==> src/hdl/sjci_pkg.sv <==
// Shared types, codes and reset constants for the servo jog command interpreter.
`timescale 1ns / 1ps

package sjci_pkg;

  // Default number of servos kept by the block.
  localparam int SERVO_COUNT_DEF = 6;

  // Field widths.
  localparam int PULSE_W    = 12;
  localparam int TIMEOUT_W  = 10;
  localparam int CFG_IDX_W  = 3;
  localparam int CFG_DATA_W = 12;

  // Configuration register indexes.
  localparam logic [CFG_IDX_W-1:0] REG_SERVO_MIN     = 3'd0;
  localparam logic [CFG_IDX_W-1:0] REG_SERVO_MAX     = 3'd1;
  localparam logic [CFG_IDX_W-1:0] REG_LEADER_HOME   = 3'd2;
  localparam logic [CFG_IDX_W-1:0] REG_FOLLOWER_HOME = 3'd3;
  localparam logic [CFG_IDX_W-1:0] REG_DIGIT_TIMEOUT = 3'd4;

  // Reset values of the configuration registers.
  localparam logic [PULSE_W-1:0]   RST_SERVO_MIN     = 12'd150;
  localparam logic [PULSE_W-1:0]   RST_SERVO_MAX     = 12'd600;
  localparam logic [PULSE_W-1:0]   RST_LEADER_HOME   = 12'd600;
  localparam logic [PULSE_W-1:0]   RST_FOLLOWER_HOME = 12'd150;
  localparam logic [TIMEOUT_W-1:0] RST_DIGIT_TIMEOUT = 10'd50;

  // Fixed home pulses of servos 0 to 3.
  localparam logic [PULSE_W-1:0] FIXED_HOME [4] = '{12'd430, 12'd190, 12'd510, 12'd440};

  // Step size after reset.
  localparam logic [PULSE_W-1:0] RST_STEP = 12'd5;

  typedef enum logic [1:0] {
    OP_BYTE    = 2'd0,
    OP_TICK    = 2'd1,
    OP_RESTART = 2'd2,
    OP_IDLE    = 2'd3
  } op_t;

  typedef enum logic [2:0] {
    EV_NONE      = 3'd0,
    EV_SELECTED  = 3'd1,
    EV_MOVED     = 3'd2,
    EV_STEP_SET  = 3'd3,
    EV_STEP_REJ  = 3'd4,
    EV_EXIT      = 3'd5,
    EV_RESTARTED = 3'd6,
    EV_RSVD      = 3'd7
  } event_t;

  typedef struct packed {
    op_t        op;
    logic [7:0] byte_value;
  } in_item_t;

  typedef struct packed {
    event_t             event_res;
    logic [2:0]         channel;
    logic [PULSE_W-1:0] pulse;
    logic               follower_moved;
    logic [PULSE_W-1:0] follower_pulse;
    logic [PULSE_W-1:0] step_now;
  } result_t;

  typedef struct packed {
    logic [PULSE_W-1:0]   servo_min;
    logic [PULSE_W-1:0]   servo_max;
    logic [PULSE_W-1:0]   leader_home;
    logic [PULSE_W-1:0]   follower_home;
    logic [TIMEOUT_W-1:0] digit_timeout;
  } cfg_t;

endpackage

==> src/hdl/sjci_cfg_regs.sv <==
// Configuration register bank of the servo jog command interpreter.
`timescale 1ns / 1ps

module sjci_cfg_regs (
  input  logic                             clk,
  input  logic                             rst_n,
  input  logic                             cfg_we,
  input  logic [sjci_pkg::CFG_IDX_W-1:0]   cfg_index,
  input  logic [sjci_pkg::CFG_DATA_W-1:0]  cfg_wdata,
  output sjci_pkg::cfg_t                   cfg
);
  import sjci_pkg::*;

  cfg_t cfg_r;

  always_ff @(posedge clk) begin
    if (!rst_n) begin
      cfg_r.servo_min     <= RST_SERVO_MIN;
      cfg_r.servo_max     <= RST_SERVO_MAX;
      cfg_r.leader_home   <= RST_LEADER_HOME;
      cfg_r.follower_home <= RST_FOLLOWER_HOME;
      cfg_r.digit_timeout <= RST_DIGIT_TIMEOUT;
    end else if (cfg_we) begin
      unique case (cfg_index)
        REG_SERVO_MIN:     cfg_r.servo_min     <= cfg_wdata[PULSE_W-1:0];
        REG_SERVO_MAX:     cfg_r.servo_max     <= cfg_wdata[PULSE_W-1:0];
        REG_LEADER_HOME:   cfg_r.leader_home   <= cfg_wdata[PULSE_W-1:0];
        REG_FOLLOWER_HOME: cfg_r.follower_home <= cfg_wdata[PULSE_W-1:0];
        REG_DIGIT_TIMEOUT: cfg_r.digit_timeout <= cfg_wdata[TIMEOUT_W-1:0];
        default: ;
      endcase
    end
  end

  assign cfg = cfg_r;

endmodule

==> src/hdl/sjci_core.sv <==
// Interpreter state and the single-pass next-state and result logic.
`timescale 1ns / 1ps

module sjci_core #(
  parameter int SERVO_COUNT = sjci_pkg::SERVO_COUNT_DEF
) (
  input  logic               clk,
  input  logic               rst_n,
  input  logic               accept,
  input  sjci_pkg::in_item_t item,
  input  sjci_pkg::cfg_t     cfg,
  output sjci_pkg::result_t  result
);
  import sjci_pkg::*;

  localparam int SEL_W        = $clog2(SERVO_COUNT);
  localparam int LEADER_IDX   = 4;
  localparam int FOLLOWER_IDX = 5;

  localparam logic [7:0] CH_ZERO  = 8'h30;
  localparam logic [7:0] CH_NINE  = 8'h39;
  localparam logic [7:0] CH_UP_U  = 8'h44;  // D
  localparam logic [7:0] CH_UP_L  = 8'h64;  // d
  localparam logic [7:0] CH_PLUS  = 8'h2B;
  localparam logic [7:0] CH_DN_U  = 8'h41;  // A
  localparam logic [7:0] CH_DN_L  = 8'h61;  // a
  localparam logic [7:0] CH_MINUS = 8'h2D;
  localparam logic [7:0] CH_STEP_U = 8'h53; // S
  localparam logic [7:0] CH_STEP_L = 8'h73; // s
  localparam logic [7:0] CH_EXIT_U = 8'h4D; // M
  localparam logic [7:0] CH_EXIT_L = 8'h6D; // m

  logic [PULSE_W-1:0]   pos_r   [SERVO_COUNT];
  logic [PULSE_W-1:0]   pos_nxt [SERVO_COUNT];
  logic [SEL_W-1:0]     sel_r, sel_nxt;
  logic [PULSE_W-1:0]   step_r, step_nxt;
  logic                 coll_r, coll_nxt;
  logic [PULSE_W-1:0]   dv_r, dv_nxt;
  logic [TIMEOUT_W-1:0] et_r, et_nxt;

  logic [7:0]           c;
  logic [7:0]           c_off;
  logic                 is_digit, is_sel, is_up, is_down;
  logic [PULSE_W-1:0]   p_cur, p_new;
  logic [PULSE_W:0]     up_sum, up_val;
  logic [PULSE_W-1:0]   dn_val;
  logic signed [PULSE_W+1:0] mirror_raw, mirror_hi;
  logic [PULSE_W-1:0]   mirror_val;
  logic [15:0]          dv_acc;
  logic [PULSE_W-1:0]   dv_sat;
  logic [TIMEOUT_W-1:0] et_inc;
  result_t              res;

  // Home pulse of a servo, used by restart.
  function automatic logic [PULSE_W-1:0] home_pulse(input int idx, input cfg_t cv);
    logic [PULSE_W-1:0] h;
    if (idx < 4)                 h = FIXED_HOME[idx];
    else if (idx == LEADER_IDX)  h = cv.leader_home;
    else if (idx == FOLLOWER_IDX) h = cv.follower_home;
    else                         h = cv.servo_min;
    return h;
  endfunction

  assign c        = item.byte_value;
  assign c_off    = c - CH_ZERO;
  assign is_digit = (c >= CH_ZERO) && (c <= CH_NINE);
  assign is_sel   = (c >= CH_ZERO) && (c_off < 8'(SERVO_COUNT));
  assign is_up    = (c == CH_UP_U) || (c == CH_UP_L) || (c == CH_PLUS);
  assign is_down  = (c == CH_DN_U) || (c == CH_DN_L) || (c == CH_MINUS);

  // Jog arithmetic on the selected pulse.
  assign p_cur  = pos_r[sel_r];
  assign up_sum = {1'b0, p_cur} + {1'b0, step_r};

  always_comb begin
    up_val = (p_cur < cfg.servo_max) ? up_sum : {1'b0, p_cur};
    if (up_val > {1'b0, cfg.servo_max}) up_val = {1'b0, cfg.servo_max};

    dn_val = p_cur;
    if (p_cur > cfg.servo_min) dn_val = (step_r > p_cur) ? '0 : p_cur - step_r;
    if (dn_val < cfg.servo_min) dn_val = cfg.servo_min;

    p_new = is_up ? up_val[PULSE_W-1:0] : dn_val;
  end

  // Mirror of the follower about the two home positions, clamped high then low.
  always_comb begin
    mirror_raw = $signed({2'b00, cfg.follower_home})
               - ($signed({2'b00, p_new}) - $signed({2'b00, cfg.leader_home}));
    mirror_hi  = (mirror_raw > $signed({2'b00, cfg.servo_max}))
               ? $signed({2'b00, cfg.servo_max}) : mirror_raw;
    if (mirror_hi < $signed({2'b00, cfg.servo_min}))
      mirror_val = cfg.servo_min;
    else
      mirror_val = mirror_hi[PULSE_W-1:0];
  end

  // Decimal accumulation of the step size, saturating at the pulse range.
  assign dv_acc = 16'(dv_r) * 16'd10 + 16'(c_off[3:0]);
  assign dv_sat = (dv_acc > 16'd4095) ? 12'd4095 : dv_acc[PULSE_W-1:0];
  assign et_inc = et_r + 1'b1;

  always_comb begin
    pos_nxt  = pos_r;
    sel_nxt  = sel_r;
    step_nxt = step_r;
    coll_nxt = coll_r;
    dv_nxt   = dv_r;
    et_nxt   = et_r;
    res      = '0;
    res.event_res = EV_NONE;

    unique case (item.op)
      OP_BYTE: begin
        if (coll_r) begin
          if (is_digit) begin
            dv_nxt = dv_sat;
          end else begin
            coll_nxt = 1'b0;
            dv_nxt   = '0;
            et_nxt   = '0;
            if (dv_r != '0) begin
              step_nxt      = dv_r;
              res.event_res = EV_STEP_SET;
            end else begin
              res.event_res = EV_STEP_REJ;
            end
          end
        end else if (is_sel) begin
          sel_nxt       = c_off[SEL_W-1:0];
          res.event_res = EV_SELECTED;
          res.channel   = 3'(c_off[SEL_W-1:0]);
          res.pulse     = pos_r[c_off[SEL_W-1:0]];
        end else if (is_up || is_down) begin
          pos_nxt[sel_r] = p_new;
          res.event_res  = EV_MOVED;
          res.channel    = 3'(sel_r);
          res.pulse      = p_new;
          if (sel_r == SEL_W'(LEADER_IDX)) begin
            pos_nxt[FOLLOWER_IDX] = mirror_val;
            res.follower_moved    = 1'b1;
            res.follower_pulse    = mirror_val;
          end
        end else if ((c == CH_STEP_U) || (c == CH_STEP_L)) begin
          coll_nxt = 1'b1;
          dv_nxt   = '0;
          et_nxt   = '0;
        end else if ((c == CH_EXIT_U) || (c == CH_EXIT_L)) begin
          res.event_res = EV_EXIT;
        end
      end
      OP_TICK: begin
        if (coll_r) begin
          et_nxt = et_inc;
          // A wrapped count also ends entry; a timeout of zero fires on the first tick.
          if ((et_inc >= cfg.digit_timeout) || (et_inc == '0)) begin
            coll_nxt = 1'b0;
            dv_nxt   = '0;
            et_nxt   = '0;
            if (dv_r != '0) begin
              step_nxt      = dv_r;
              res.event_res = EV_STEP_SET;
            end else begin
              res.event_res = EV_STEP_REJ;
            end
          end
        end
      end
      OP_RESTART: begin
        for (int i = 0; i < SERVO_COUNT; i++) begin
          pos_nxt[i] = home_pulse(i, cfg);
        end
        sel_nxt       = '0;
        coll_nxt      = 1'b0;
        dv_nxt        = '0;
        et_nxt        = '0;
        res.event_res = EV_RESTARTED;
        res.channel   = 3'd0;
        res.pulse     = FIXED_HOME[0];
      end
      OP_IDLE: ;
    endcase

    res.step_now = step_nxt;
  end

  always_ff @(posedge clk) begin
    if (!rst_n) begin
      for (int i = 0; i < SERVO_COUNT; i++) begin
        if (i < 4)                  pos_r[i] <= FIXED_HOME[i];
        else if (i == LEADER_IDX)   pos_r[i] <= RST_LEADER_HOME;
        else if (i == FOLLOWER_IDX) pos_r[i] <= RST_FOLLOWER_HOME;
        else                        pos_r[i] <= RST_SERVO_MIN;
      end
      sel_r  <= '0;
      step_r <= RST_STEP;
      coll_r <= 1'b0;
      dv_r   <= '0;
      et_r   <= '0;
    end else if (accept) begin
      pos_r  <= pos_nxt;
      sel_r  <= sel_nxt;
      step_r <= step_nxt;
      coll_r <= coll_nxt;
      dv_r   <= dv_nxt;
      et_r   <= et_nxt;
    end
  end

  assign result = res;

endmodule

==> src/hdl/sjci_out_buf.sv <==
// Two-entry output register with skid stage for result transactions.
`timescale 1ns / 1ps

module sjci_out_buf (
  input  logic              clk,
  input  logic              rst_n,
  input  logic              push,
  input  sjci_pkg::result_t push_data,
  output logic              push_ready,
  output logic              out_valid,
  input  logic              out_ready,
  output sjci_pkg::result_t out_data
);
  import sjci_pkg::*;

  result_t main_r, skid_r;
  logic    main_v_r, skid_v_r;
  logic    pop;

  assign pop        = main_v_r && out_ready;
  assign push_ready = !skid_v_r;

  // Control flags: the skid entry only fills while the main entry is stalled.
  always_ff @(posedge clk) begin
    if (!rst_n) begin
      main_v_r <= 1'b0;
      skid_v_r <= 1'b0;
    end else begin
      if (pop && skid_v_r) begin
        skid_v_r <= 1'b0;
      end else if (pop || !main_v_r) begin
        main_v_r <= push;
      end else if (push) begin
        skid_v_r <= 1'b1;
      end
    end
  end

  always_ff @(posedge clk) begin
    if (pop && skid_v_r) begin
      main_r <= skid_r;
    end else if (pop || !main_v_r) begin
      if (push) main_r <= push_data;
    end else if (push) begin
      skid_r <= push_data;
    end
  end

  assign out_valid = main_v_r;
  assign out_data  = main_r;

endmodule

==> src/hdl/servo_jog_command_interpreter.sv <==
// Top level of the servo jog command interpreter.
`timescale 1ns / 1ps

// The interpreter takes one transaction per clock cycle on the input channel
// while in_ready is high: a received command byte, a millisecond tick or a
// restart, and returns exactly one result transaction for each, in order,
// through a registered output. All state (servo pulses, selected servo, step size
// and digit entry) updates in the accepting cycle through a single short pass of
// add, clamp and mirror logic, so back-to-back transactions need no wait. Results
// leave through an output register backed by a skid stage; in_ready drops only
// when both hold results that the consumer has not yet taken. Configuration
// writes are registered and are meant to be issued while the block is idle.
// After reset the servos sit at 430, 190, 510, 440, 600 and 150, any further
// servo at 150, the step size is 5 and servo 0 is selected.

module servo_jog_command_interpreter #(
  parameter int SERVO_COUNT = sjci_pkg::SERVO_COUNT_DEF
) (
  input  logic                            clk,
  input  logic                            rst_n,
  input  logic                            in_valid,
  output logic                            in_ready,
  input  sjci_pkg::in_item_t              in_data,
  output logic                            out_valid,
  input  logic                            out_ready,
  output sjci_pkg::result_t               out_data,
  input  logic                            cfg_we,
  input  logic [sjci_pkg::CFG_IDX_W-1:0]  cfg_index,
  input  logic [sjci_pkg::CFG_DATA_W-1:0] cfg_wdata
);
  import sjci_pkg::*;

  cfg_t    cfg;
  result_t core_result;
  logic    in_accept;

  // A transaction is taken whenever the skid stage has room for its result.
  assign in_accept = in_valid && in_ready;

  sjci_cfg_regs u_cfg (
    .clk       (clk),
    .rst_n     (rst_n),
    .cfg_we    (cfg_we),
    .cfg_index (cfg_index),
    .cfg_wdata (cfg_wdata),
    .cfg       (cfg)
  );

  // The core updates its state in the same cycle that it produces the result.
  sjci_core #(
    .SERVO_COUNT (SERVO_COUNT)
  ) u_core (
    .clk    (clk),
    .rst_n  (rst_n),
    .accept (in_accept),
    .item   (in_data),
    .cfg    (cfg),
    .result (core_result)
  );

  sjci_out_buf u_out (
    .clk        (clk),
    .rst_n      (rst_n),
    .push       (in_accept),
    .push_data  (core_result),
    .push_ready (in_ready),
    .out_valid  (out_valid),
    .out_ready  (out_ready),
    .out_data   (out_data)
  );

endmodule

==> config.mk <==
export PLATFORM = sky130hd
export DESIGN_NAME = servo_jog_command_interpreter
export DESIGN_NICKNAME = d
export VERILOG_FILES = /design/src/hdl/sjci_pkg.sv /design/src/hdl/sjci_cfg_regs.sv /design/src/hdl/sjci_core.sv /design/src/hdl/sjci_out_buf.sv /design/src/hdl/servo_jog_command_interpreter.sv
export SDC_FILE = /design/constraint.sdc
export NUM_CORES = 1
export LEC_CHECK = 0
export BUFFER_PORTS_ARGS = -buffer_cell sky130_fd_sc_hd__buf_4
export CAP_MARGIN = 10
export CORE_AREA = 2 2 215 217
export CTS_CLUSTER_SIZE = 40
export DETAILED_ROUTE_END_ITERATION = 10
export DIE_AREA = 0 0 217 219
export GPL_ROUTABILITY_DRIVEN = 0
export HOLD_SLACK_MARGIN = 0.08
export PLACE_DENSITY = 0.62
export REMOVE_ABC_BUFFERS = 1
export SETUP_SLACK_MARGIN = 0.05
export SLEW_MARGIN = 0
export SYNTH_ARGS = -nofsm -noshare
export SYNTH_HDL_FRONTEND = slang
export SYNTH_HIERARCHICAL = 1
export SYNTH_SLANG_ARGS = --single-unit
==> constraint.sdc <==
create_clock -name clk -period 22.8 [get_ports clk]
set_input_delay 2.28 -clock clk [delete_from_list [all_inputs] [get_ports clk]]
set_output_delay 2.28 -clock clk [all_outputs]
set_load 0.1 [all_outputs]
==> results.md, run 1 <==
* Resized Gates After CTS at 0
* Cell Rows at 78
* Top-count cell post-synth: dfxtp_1
* # setup viols final at 0
* Ys async rst share at 0
* Die Ht at 219 µm
* Clk_lat worst skew at 560 ps
* FILL cells at 4,419
* Post-synth top area share at 0.190
* Skew final at 16.9 ps
* Routed wire length at 57,400 µm
* Initial antenna violation count at 1
* Synth Area in Adders at 0.115
* Hold Crit Class: register to register
* Primary FF master, synth: dfxtp_1
* Largest net degree at the start of global routing at 77
* ANT nets after route at 0
* Crit path DAT at 15,750 ps
* Max Clk Rate at 65.3 MHz
* CTS clk-pin slew, worst paths at 60 ps
* # H-tree levels at 1
* CP Max Fanout at 37
* Avg Synthesized Cell Area at 9.04 µm²
* FF+latch count, synth at 256
* Top cell by count, worst path: nor2_1
* Post-synth EDFFs at 86
* Setup bufs post-CTS at 0
* Max-slew headroom at 0.165
* Overall via count from detail_route at 15,800
* Vias in the first global route at 15,100
* CTS max path bufs at 3
* PD cells at 115 nW/µm²
* DRC viols at 0
* Layout cells sized above 1 at 0.127
* Starting Density at 0.397
* Sequential fraction of the synthesis area at 0.335
* WP data required at 23,230 ps
* Critical Setup Path Class: register to register
* Synth Area in Compound Gates at 0.189
* Total global routing track utilization at 0.237
* Post-Syn Instances at 1,979
* Yosys top cell by area: dfxtp_1
* I/O pins at 75
* Multiplexer share of the synthesized area at 0.123
* Max-Cap Viols at 0
* CTS Buf Count at 29
* Xor/xnor share of the synthesized area at 0.0255
* Unrepaired setup endpoints after global routing: no
* Final setup TNS at 0 ps
* WL per Instance at 21.8 µm
* Port buffer count at 74
* Yosys Warn Count at 6
* Final #Nets at 2,200
* Peak supply drop at 120 µV
* Critical Path End Type: register
* Fin crit period at 15,320 ps
* Hold_buf cts at 0
* CTS tree: done
* Synth top area cells: dfxtp_1 19%, edfxtp_1 14%, ha_1 11%
* Gr ovfl total at 0
* Static leakage at 8.20 nW
* Slowest-stage cell, CP: or4b_1
* Slew @ Worst Pin at 1240 ps
* Commonest cells post-synth: 170 x dfxtp_1, 169 x nand2_1, 169 x nor2_1, 155 x ha_1, 120 x a21oi_1
* Synthesis-to-finish area growth at 11.1%
* Die Area at 47,500 µm²
* Final Max Tran Viols at 0
* Hold Fails Final Rpt at 0
* Placement Setup Slack at 8030 ps
* Inst Count DP at 2,577
* Fin cells at 2,631
* Period utilization at 0.672
* Avg Vias per Cell at 6.01
* Distinct cells, synth at 94
* Core area at 45,100 µm²
* Register area at 5990 µm²
* R2R Setup Slk at 7480 ps
* Setup slack after layout at 7480 ps
* Simple-gate share of the synthesized area at 0.163
* Area of the multi-input gates at 11,000 µm²
* Critical Path Max Stage Delay at 800 ps
* Initial DRC Count at 1,422
* Root buf cell: clkbuf_16
* CTS sink cnt at 256
* Post-layout util at 0.441
* Die W at 217 µm
* Post-Syn Area at 17,900 µm²
* Drt pass-1 iters at 7
* CP startpoint kind: register
* Status: finished clean
* Dpl hpwl at 43,300 µm
* First-pass GRT wire length at 88,800 µm
* Largest family of logic cells by synthesized area: compound AO/OA/AOI/OAI gates
-- state kept, by name, indices dropped and copies added (netlist names), 3 cells and up --
register	count
u_out/out_data	43
u_core/sel_r	3
u_out/skid_r	43
u_core/pos_r	72
u_core/step_r	12
u_cfg/cfg	58
u_core/dv_r	12
u_core/et_r	10
-- power by group --
part	internal [mW]	total (mW)	switching [mW]
sequential	0.485	0.494	0.00841
clock	0.272	0.465	0.193
combinational	0.474	1.33	0.857
-- metrics by stage --
step	power [mW]	instance area [µm²]	hold WS, ps
floorplan	1.42	17400	435
global placement	1.75	18900	443
detailed placement	1.77	18900	462
CTS	2.25	19900	470
global route	2.41	19900	486
finish	2.29	19900	466
-- path summary, 6_finish.rpt --
| kind | end | cells after the start | start |
|---|---|---|---|
| max | u_out/out_data[19]$_DFFE_PP_ | 57 | u_core/sel_r[0]$_SDFFE_PN0P_ |
| max reg2reg | u_out/out_data[19]$_DFFE_PP_ | 57 | u_core/sel_r[0]$_SDFFE_PN0P_ |
| min | u_cfg/cfg[45]$_SDFFE_PN0P_ | 2 | u_cfg/cfg[45]$_SDFFE_PN0P_ |
| min reg2reg | u_cfg/cfg[45]$_SDFFE_PN0P_ | 2 | u_cfg/cfg[45]$_SDFFE_PN0P_ |
-- cells in the final DEF (no fill, tap or decap), types with 9 or more instances in the layout --
master     synthesis  routed
o22ai_1           25      25
nor4_1             9       9
a31oi_1           20      20
a21o_1            24      24
a22o_1            21      21
clkbuf_16          0      30
buf_4              2     101
nor2_1           169     169
a21oi_1          120     119
xnor2_1           38      38
edfxtp_1          86      86
and3_1            11      11
nand2_1          169     169
o31ai_1           10      10
o21a_1            20      20
a211oi_1          15      15
nor3_1            49      49
and2_1             9       9
ha_1             155     155
mux4_2            16      16
nand3_1           31      31
nand4_1           18      18
o21ai_0          111     108
mux2i_1           97      97
a22oi_1           36      36
inv_1            118     118
mux2_2            63      63
xor2_1            14      14
dfxtp_1          170     170
nor3b_1           10      10
nand2b_1          23      23
nor2b_1           50      50
or3_1             10      10
o211ai_1          21      21
-- routing by layer --
metal | share of wire | vias to the layer above | GRT usage
li1 | - | 7311 | -
met1 | 0.43 | 7638 | 0.320
met2 | 0.44 | 720 | 0.378
met3 | 0.085 | 138 | 0.0445
met4 | 0.042 | 0 | 0.0854
met5 | 0 | - | 0
-- critical path: cells and delay by family, from the launching register on --
kind	cells	cell delay (ps)
compound gates	29	7280
xor+xnor	1	260
fa+ha+maj	6	1910
buf+inv	2	770
flops	1	360
mux	5	1650
simple gates	14	2920
-- cells by family (layout without fill, tap and decap cells) --
family	count (synthesis)	in the layout
flip-flops	256	256
AO/OA/AOI/OAI	508	508
AND/OR/NAND/NOR	597	597
other	0	1
adder cells (fa/ha/maj)	161	161
buffers and inverters	220	271
multiplexers	185	185
XOR/XNOR	52	52
-- area by class of cell --
type,instances,area share
Clock buffer,41,0.0414
Clock inverter,11,0.00567
Antenna cell,1,0.000126
Multi-Input combinational cell,1503,0.554
Inverter,118,0.0223
Sequential cell,256,0.301
Timing Repair Buffer,101,0.0381
Tap cell,600,0.0378
No activity file was read; power rests on OpenSTA's default activity.
==> run 2: changes to the inputs <==
--- a/config.mk
+++ b/config.mk
@@ -13,7 +13,7 @@
 export DIE_AREA = 0 0 217 219
 export GPL_ROUTABILITY_DRIVEN = 0
 export HOLD_SLACK_MARGIN = 0.08
-export PLACE_DENSITY = 0.62
+export PLACE_DENSITY = 0.64
 export REMOVE_ABC_BUFFERS = 1
 export SETUP_SLACK_MARGIN = 0.05
 export SLEW_MARGIN = 0
==> constraint.sdc (replaced) <==
create_clock -name clk -period 14.05 [get_ports clk]
set_input_delay 1.405 -clock clk [delete_from_list [all_inputs] [get_ports clk]]
set_output_delay 1.405 -clock clk [all_outputs]
set_load 0.1 [all_outputs]
==> results.md, run 2 (synthesis gave the netlist of run 1 again) <==
* Port buffer count at 74 (unchanged)
* ANT nets after route at 0 (unchanged)
* CP Max Fanout at 17 (-54%)
* Die W at 217 µm (unchanged)
* Switching power at 1.69 mW (+60%)
* Commonest non-fill, non-tap cells in the layout: 169 x nand2_1, 169 x nor2_1, 167 x dfxtp_1
* # H-tree levels at 1 (unchanged)
* Dpl hpwl at 44,100 µm (+1.9%)
* Clk_lat worst skew at 570 ps (about the same)
* Drt pass-1 iters at 6 (-1)
* Core area at 45,100 µm² (unchanged)
* Hold Crit Depth at 2 (unchanged)
* Fin area at 20,200 µm² (+1.4%)
* Peak supply drop at 253 µV (+110%)
* DP Area at 19,100 µm² (+1.1%)
* Slew @ Worst Pin at 1200 ps (-41.6 ps)
* Final #Nets at 2,225 (+1.1%)
* Max Clk Rate at 76.5 MHz (+17%)
* Final setup TNS at 0 ps (unchanged)
* Setup slack after layout at 983 ps (-6500 ps)
* Initial antenna violation count at 0 (-1)
* Clock Power Share at 0.210 (+0.007)
* Root buf cell: clkbuf_16
* Initial DRC Count at 1,686 (+19%)
* Fin cells at 2,656 (+0.95%)
* Period utilization at 0.930 (+0.258)
* Die Area at 47,500 µm² (unchanged)
* # diodes at 0 (-1)
* Sequential Power Share at 0.207 (-0.009)
* First-pass GRT wire length at 88,000 µm (-0.97%)
* I/O pins at 75 (unchanged)
* Largest net degree at the start of global routing at 81 (+5.2%)
* Skew final at 26.7 ps (+9.74 ps)
* Gr ovfl total at 0 (unchanged)
* CTS clk-pin slew, worst paths at 60 ps (about the same)
* Overall via count from detail_route at 16,000 (+1.2%)
* Status: finished clean
* CP startpoint kind: register
* Avg Vias per Cell at 6.02 (+0.26%)
* Resized Gates After CTS at 0 (unchanged)
* Comb power frac at 0.583 (+0.002)
* PD cells at 192 nW/µm² (+66%)
* Inst Count DP at 2,604 (+1.0%)
* Vias in the first global route at 15,000 (-0.64%)
* Hold Crit Class: register to register
* Critical Path Max Stage Delay at 540 ps (-260 ps)
* Switching Share at 0.437 (-0.0249)
* R2R cell count at 53 (-7.0%)
* Crit path DAT at 13,380 ps (-2370 ps)
* Total chip power at 3.86 mW (+69%)
* # setup viols final at 0 (unchanged)
* Total global routing track utilization at 0.237 (-0.000249)
* Starting Density at 0.397 (unchanged)
* WP data required at 14,360 ps (-8870 ps)
* Int Power at 2.17 mW (+77%)
* Layout cells sized above 1 at 0.143 (+0.0159)
* Unrepaired setup endpoints after global routing: no
* Max-Cap Viols at 0 (unchanged)
* Fin crit period at 13,070 ps (-2250 ps)
* Final Max Tran Viols at 0 (unchanged)
* Max-slew headroom at 0.194 (+0.0287)
* Critical path depth at 53 (-7.0%)
* CTS tree: done
* CTS sink cnt at 256 (unchanged)
* WP buf/inv at 3 (+1)
* WL per Instance at 21.7 µm (-0.39%)
* Delay-heaviest family, CP: compound AO/OA/AOI/OAI gates
* Synthesis-to-finish area growth at 12.7%
* Cell Rows at 78 (unchanged)
* Critical Path End Type: register
* Max reg flops at 72 (unchanged)
* Slowest-stage cell, CP: o221ai_1
* Critical Setup Path Class: register to register
* Hold_buf cts at 0 (unchanged)
* Setup bufs post-CTS at 0 (unchanged)
* Routed wire length at 57,700 µm (+0.55%)
* CTS max path bufs at 3 (unchanged)
* Static leakage at 8.38 nW (+2.1%)
* CTS Buf Count at 28 (-3.4%)
* Die Ht at 219 µm (unchanged)
* Placement Setup Slack at 792 ps (-7240 ps)
* Hold Fails Final Rpt at 0 (unchanged)
* DRC viols at 0 (unchanged)
* Largest register by flop count: u_core/pos_r
run 2: final timing paths:
path / slack (ps) / to / startpoint
setup / recovery: 980 / u_out/out_data[15]$_DFFE_PP_ / u_core/sel_r[0]$_SDFFE_PN0P_
hold / removal: 460 / u_cfg/cfg[45]$_SDFFE_PN0P_ / u_cfg/cfg[45]$_SDFFE_PN0P_
setup reg to reg: 980 / u_out/out_data[15]$_DFFE_PP_ / u_core/sel_r[0]$_SDFFE_PN0P_
hold reg to reg: 460 / u_cfg/cfg[45]$_SDFFE_PN0P_ / u_cfg/cfg[45]$_SDFFE_PN0P_
run 2: layout make-up:
type,instances,area (µm²)
Clock buffer,41,821
Clock inverter,11,184
Fill cell,4410,24900
Inverter,118,443
Multi-Input combinational cell,1503,11000
Sequential cell,256,5990
Tap cell,600,751
Timing Repair Buffer,127,953
run 2: layer usage:
| layer | up-vias | wire [µm] | part of all wire | GRT usage |
|---|---|---|---|---|
| met4 | 0 | 2160 | 0.037 | 0.0849 |
| li1 | 7372 | - | - | - |
| met3 | 118 | 4660 | 0.081 | 0.0365 |
| met2 | 732 | 25700 | 0.45 | 0.376 |
| met5 | - | 0 | 0 | 0 |
| met1 | 7777 | 25100 | 0.44 | 0.326 |
run 2: tightest hold or removal path, delay by kind of cell, from the launching register on:
family	cells	cell delay, ps
simple gates	1	50
mux	1	50
flops	1	310
run 2: metrics by stage:
step                      utilization  hold WS (ps)
final                           0.447           465
after global routing            0.447           491
after CTS                       0.447           465
after detailed placement        0.425           450
after global placement          0.425           447
after floorplan                     -           435
run 2: power by group through the flow:
stage,sequential [mW],combinational (mW),clock (mW)
final,0.801,2.25,0.811
after global routing,0.802,2.43,0.849
after CTS,0.801,2.19,0.825
after detailed placement,0.817,2.18,0
after global placement,0.816,2.13,0
after floorplan,0.880,1.43,0
==> run 3: changes to the inputs <==
--- a/config.mk
+++ b/config.mk
@@ -7,17 +7,16 @@
 export LEC_CHECK = 0
 export BUFFER_PORTS_ARGS = -buffer_cell sky130_fd_sc_hd__buf_4
 export CAP_MARGIN = 10
-export CORE_AREA = 2 2 215 217
+export CORE_AREA = 2 2 213 215
 export CTS_CLUSTER_SIZE = 40
 export DETAILED_ROUTE_END_ITERATION = 10
-export DIE_AREA = 0 0 217 219
+export DIE_AREA = 0 0 215 217
 export GPL_ROUTABILITY_DRIVEN = 0
 export HOLD_SLACK_MARGIN = 0.08
-export PLACE_DENSITY = 0.64
+export PLACE_DENSITY = 0.65
 export REMOVE_ABC_BUFFERS = 1
 export SETUP_SLACK_MARGIN = 0.05
 export SLEW_MARGIN = 0
 export SYNTH_ARGS = -nofsm -noshare
 export SYNTH_HDL_FRONTEND = slang
-export SYNTH_HIERARCHICAL = 1
 export SYNTH_SLANG_ARGS = --single-unit
==> results.md, run 3 <==
* CTS sink cnt at 256 (unchanged)
* Gr ovfl total at 0 (unchanged)
* Die Ht at 217 µm (-0.91%)
* Int Power at 2.37 mW (+9.1%)
* Final setup TNS at 0 ps (unchanged)
* Largest register by flop count: u_core.pos_r
* M2 GR Usage at 0.363 (-0.0124)
* Crit path DAT at 13,470 ps (+90 ps)
* Final Max Tran Viols at 1 (+1)
* DRC viols at 0 (unchanged)
* Commonest non-fill, non-tap cell in the layout: nand2_1
* GRT busiest layer: met2
* Root buf cell: clkbuf_16
* CTS tree: done
* Cell Rows at 78 (unchanged)
* # setup viols final at 0 (unchanged)
* Inst Count DP at 2,648 (+1.7%)
* Worst hold slack at 463 ps (-1.63 ps)
* Critical Setup Path Class: register to register
* Status: finished, violations left
* Hold Fails Final Rpt at 0 (unchanged)
* Skew final at 24.7 ps (-2.00 ps)
* Max Clk Rate at 75.9 MHz (-0.87%)
* Total chip power at 4.54 mW (+18%)
* FILL cells at 4,420 (+0.23%)
* Unrepaired setup endpoints after global routing: no
* Max-Cap Viols at 1 (+1)
* Slowest-stage cell, CP: dfxtp_2
* CP Max Fanout at 28 (+11)
* Die W at 215 µm (-0.92%)
* CTS max path bufs at 3 (unchanged)
* Critical Path End Type: register
* First-pass GRT wire length at 87,400 µm (-0.64%)
* WP data required at 14,340 ps (-20 ps)
* Drt pass-1 iters at 8 (+2)
* GRT met1 Usage at 0.328 (+0.00176)
* Switching power at 2.17 mW (+28%)
* Initial antenna violation count at 1 (+1)
* Post-synth top area share at 0.193 (+0.00284)
* Post-Syn Instances at 2,029 (+2.5%)
* Period utilization at 0.938 (+0.00815)
* Hold_buf cts at 0 (unchanged)
* Final #Nets at 2,276 (+2.3%)
* GR Util met3 at 0.0482 (+0.0118)
* Switching Share at 0.478 (+0.0405)
* Clock Power Share at 0.170 (-0.040)
* Comb power frac at 0.652 (+0.069)
* Peak supply drop at 352 µV (+39%)
* Avg Synthesized Cell Area at 8.69 µm² (-3.9%)
* CTS clk-pin slew, worst paths at 70 ps (about the same)
* Hold Crit Class: register to register
* WL per Instance at 21.0 µm (-3.4%)
* Critical Path Max Stage Delay at 680 ps (+140 ps)
* FF+latch count, synth at 256 (unchanged)
* Post-Syn Area at 17,600 µm² (-1.5%)
* Clk_lat worst skew at 580 ps (about the same)
* Dpl hpwl at 42,500 µm (-3.8%)
* Max-slew headroom at -0.000380 (-0.194)
* # H-tree levels at 1 (unchanged)
* Failing checks: capacitance limit, slew limit
* Primary FF master, synth: dfxtp_1
* Core area at 44,700 µm² (-0.87%)
* Avg Vias per Cell at 5.97 (-0.95%)
* Post-layout util at 0.445 (-0.00250)
* Post-synth EDFFs at 86 (unchanged)
* Overall via count from detail_route at 16,100 (+0.81%)
* Routed wire length at 56,700 µm (-1.6%)
* Initial DRC Count at 1,708 (+1.3%)
* ANT nets after route at 0 (unchanged)
* Port buffer count at 74 (unchanged)
* Slew @ Worst Pin at 1500 ps (+296 ps)
* Starting Density at 0.394 (-0.00241)
* Total global routing track utilization at 0.236 (-0.000854)
* PD cells at 229 nW/µm² (+19%)
* Largest net degree at the start of global routing at 72 (-11%)
* CTS Buf Count at 28 (unchanged)
* I/O pins at 75 (unchanged)
* Sequential fraction of the synthesis area at 0.340 (+0.00499)
* Yosys Warn Count at 0 (-6)
* Distinct cells, synth at 87 (-7.4%)
* Commonest cells post-synth: 243 x nand2_1, 170 x dfxtp_1, 159 x ha_1, 153 x nor2_1, 145 x a21oi_1
* Top-count cell post-synth: nand2_1
* Static leakage at 7.95 nW (-5.2%)
* Fin cells at 2,703 (+1.8%)
* Top cell by count, worst path: ha_1
* CP startpoint kind: register
* # diodes at 0 (unchanged)
* Synth top area cells: dfxtp_1 19%, edfxtp_1 15%, ha_1 11%
* Layout cells sized above 1 at 0.125 (-0.0184)
* Vias in the first global route at 15,200 (+0.93%)
* Max reg flops at 72 (unchanged)
* Ys async rst share at 0 (unchanged)
* Die Area at 46,700 µm² (-1.8%)
* Synthesis-to-finish area growth at 12.8% (about the same)
* Yosys top cell by area: dfxtp_1
* Sequential Power Share at 0.178 (-0.029)
* Fin crit period at 13,180 ps (+115 ps)
* Commonest non-fill, non-tap cells in the layout: 243 x nand2_1, 169 x dfxtp_1, 158 x ha_1
run 3: cell types whose count changed after synthesis, moves of 9 or more:
cell,previous run,this run
a21oi_1,120,145
mux2_2,63,40
mux2i_1,97,60
nand2_1,169,243
nand3_1,31,42
nand3b_1,2,14
nor2_1,169,153
nor2b_1,50,20
o211ai_1,21,44
o21a_1,20,29
o21ai_0,111,99
run 3: power by group through the flow:
stage | clock network (mW) | logic [mW] | registers (mW)
after floorplan | 0 | 1.86 | 0.882
after global placement | 0 | 2.72 | 0.824
after detailed placement | 0 | 2.78 | 0.824
after CTS | 0.785 | 2.80 | 0.808
after global routing | 0.810 | 3.18 | 0.811
final | 0.772 | 2.96 | 0.809
run 3: cell type report:
type                    instances  area (µm²)  area share
clock buffers                  32         726      0.0365
clock inverters                20         228      0.0115
inverters                     124         467      0.0235
multi-input cells            1547       10800       0.543
flip-flops and latches        256        5990       0.301
well taps                     600         751      0.0378
repair buffers                124         932      0.0469
run 3: what timing repair did:
item | 4_1_cts | 5_1_grt
setup endpoints to repair | 0 | 33
setup buffers | 0 | 1
resized for setup | 0 | 4
run 3: worst max-delay path, delay by kind of cell, from the launching register on:
kind,cells,cell delay (ps)
adders and majority gates,7,2110
and+or+nand+nor,12,1760
xor gates and xnor gates,2,310
DFF,1,680
AOI/OAI and AO/OA,24,5800
buffers and inverters,5,950
muxes,3,1230
run 3: logic make-up (layout without fill, tap and decap cells):
family          count (synthesis)  in the layout  synth area share
xor+xnor                       50             50            0.0248
buf+inv                       227            300            0.0507
mux                           116            116            0.0786
flops                         256            256             0.340
compound gates                576            577             0.218
fa+ha+maj                     165            165             0.120
simple gates                  639            639             0.169
run 3: worst paths after layout:
kind | start | to | slack, ps | cells after the start
min | u_cfg.cfg[3]$_SDFFE_PN0P_ | u_cfg.cfg[3]$_SDFFE_PN0P_ | 460 | 2
max | u_core.sel_r[0]$_SDFFE_PN0P_ | u_out.out_data[18]$_DFFE_PP_ | 870 | 53
max reg2reg | u_core.sel_r[0]$_SDFFE_PN0P_ | u_out.out_data[18]$_DFFE_PP_ | 870 | 53
min reg2reg | u_cfg.cfg[3]$_SDFFE_PN0P_ | u_cfg.cfg[3]$_SDFFE_PN0P_ | 460 | 2
run 3: routing by layer:
layer,share of wire,vias to the layer above
met2,0.43,826
met5,0,-
met3,0.11,147
met1,0.43,7605
met4,0.038,0
li1,-,7550
run 3: metrics by stage:
| stage | instance area (µm²) | setup slack (ps) |
|---|---|---|
| final | 19900 | 868 |
| after floorplan | 17200 | 1480 |
| after global routing | 19900 | 102 |
| after global placement | 18900 | 1350 |
| after CTS | 19800 | 946 |
| after detailed placement | 18900 | 997 |
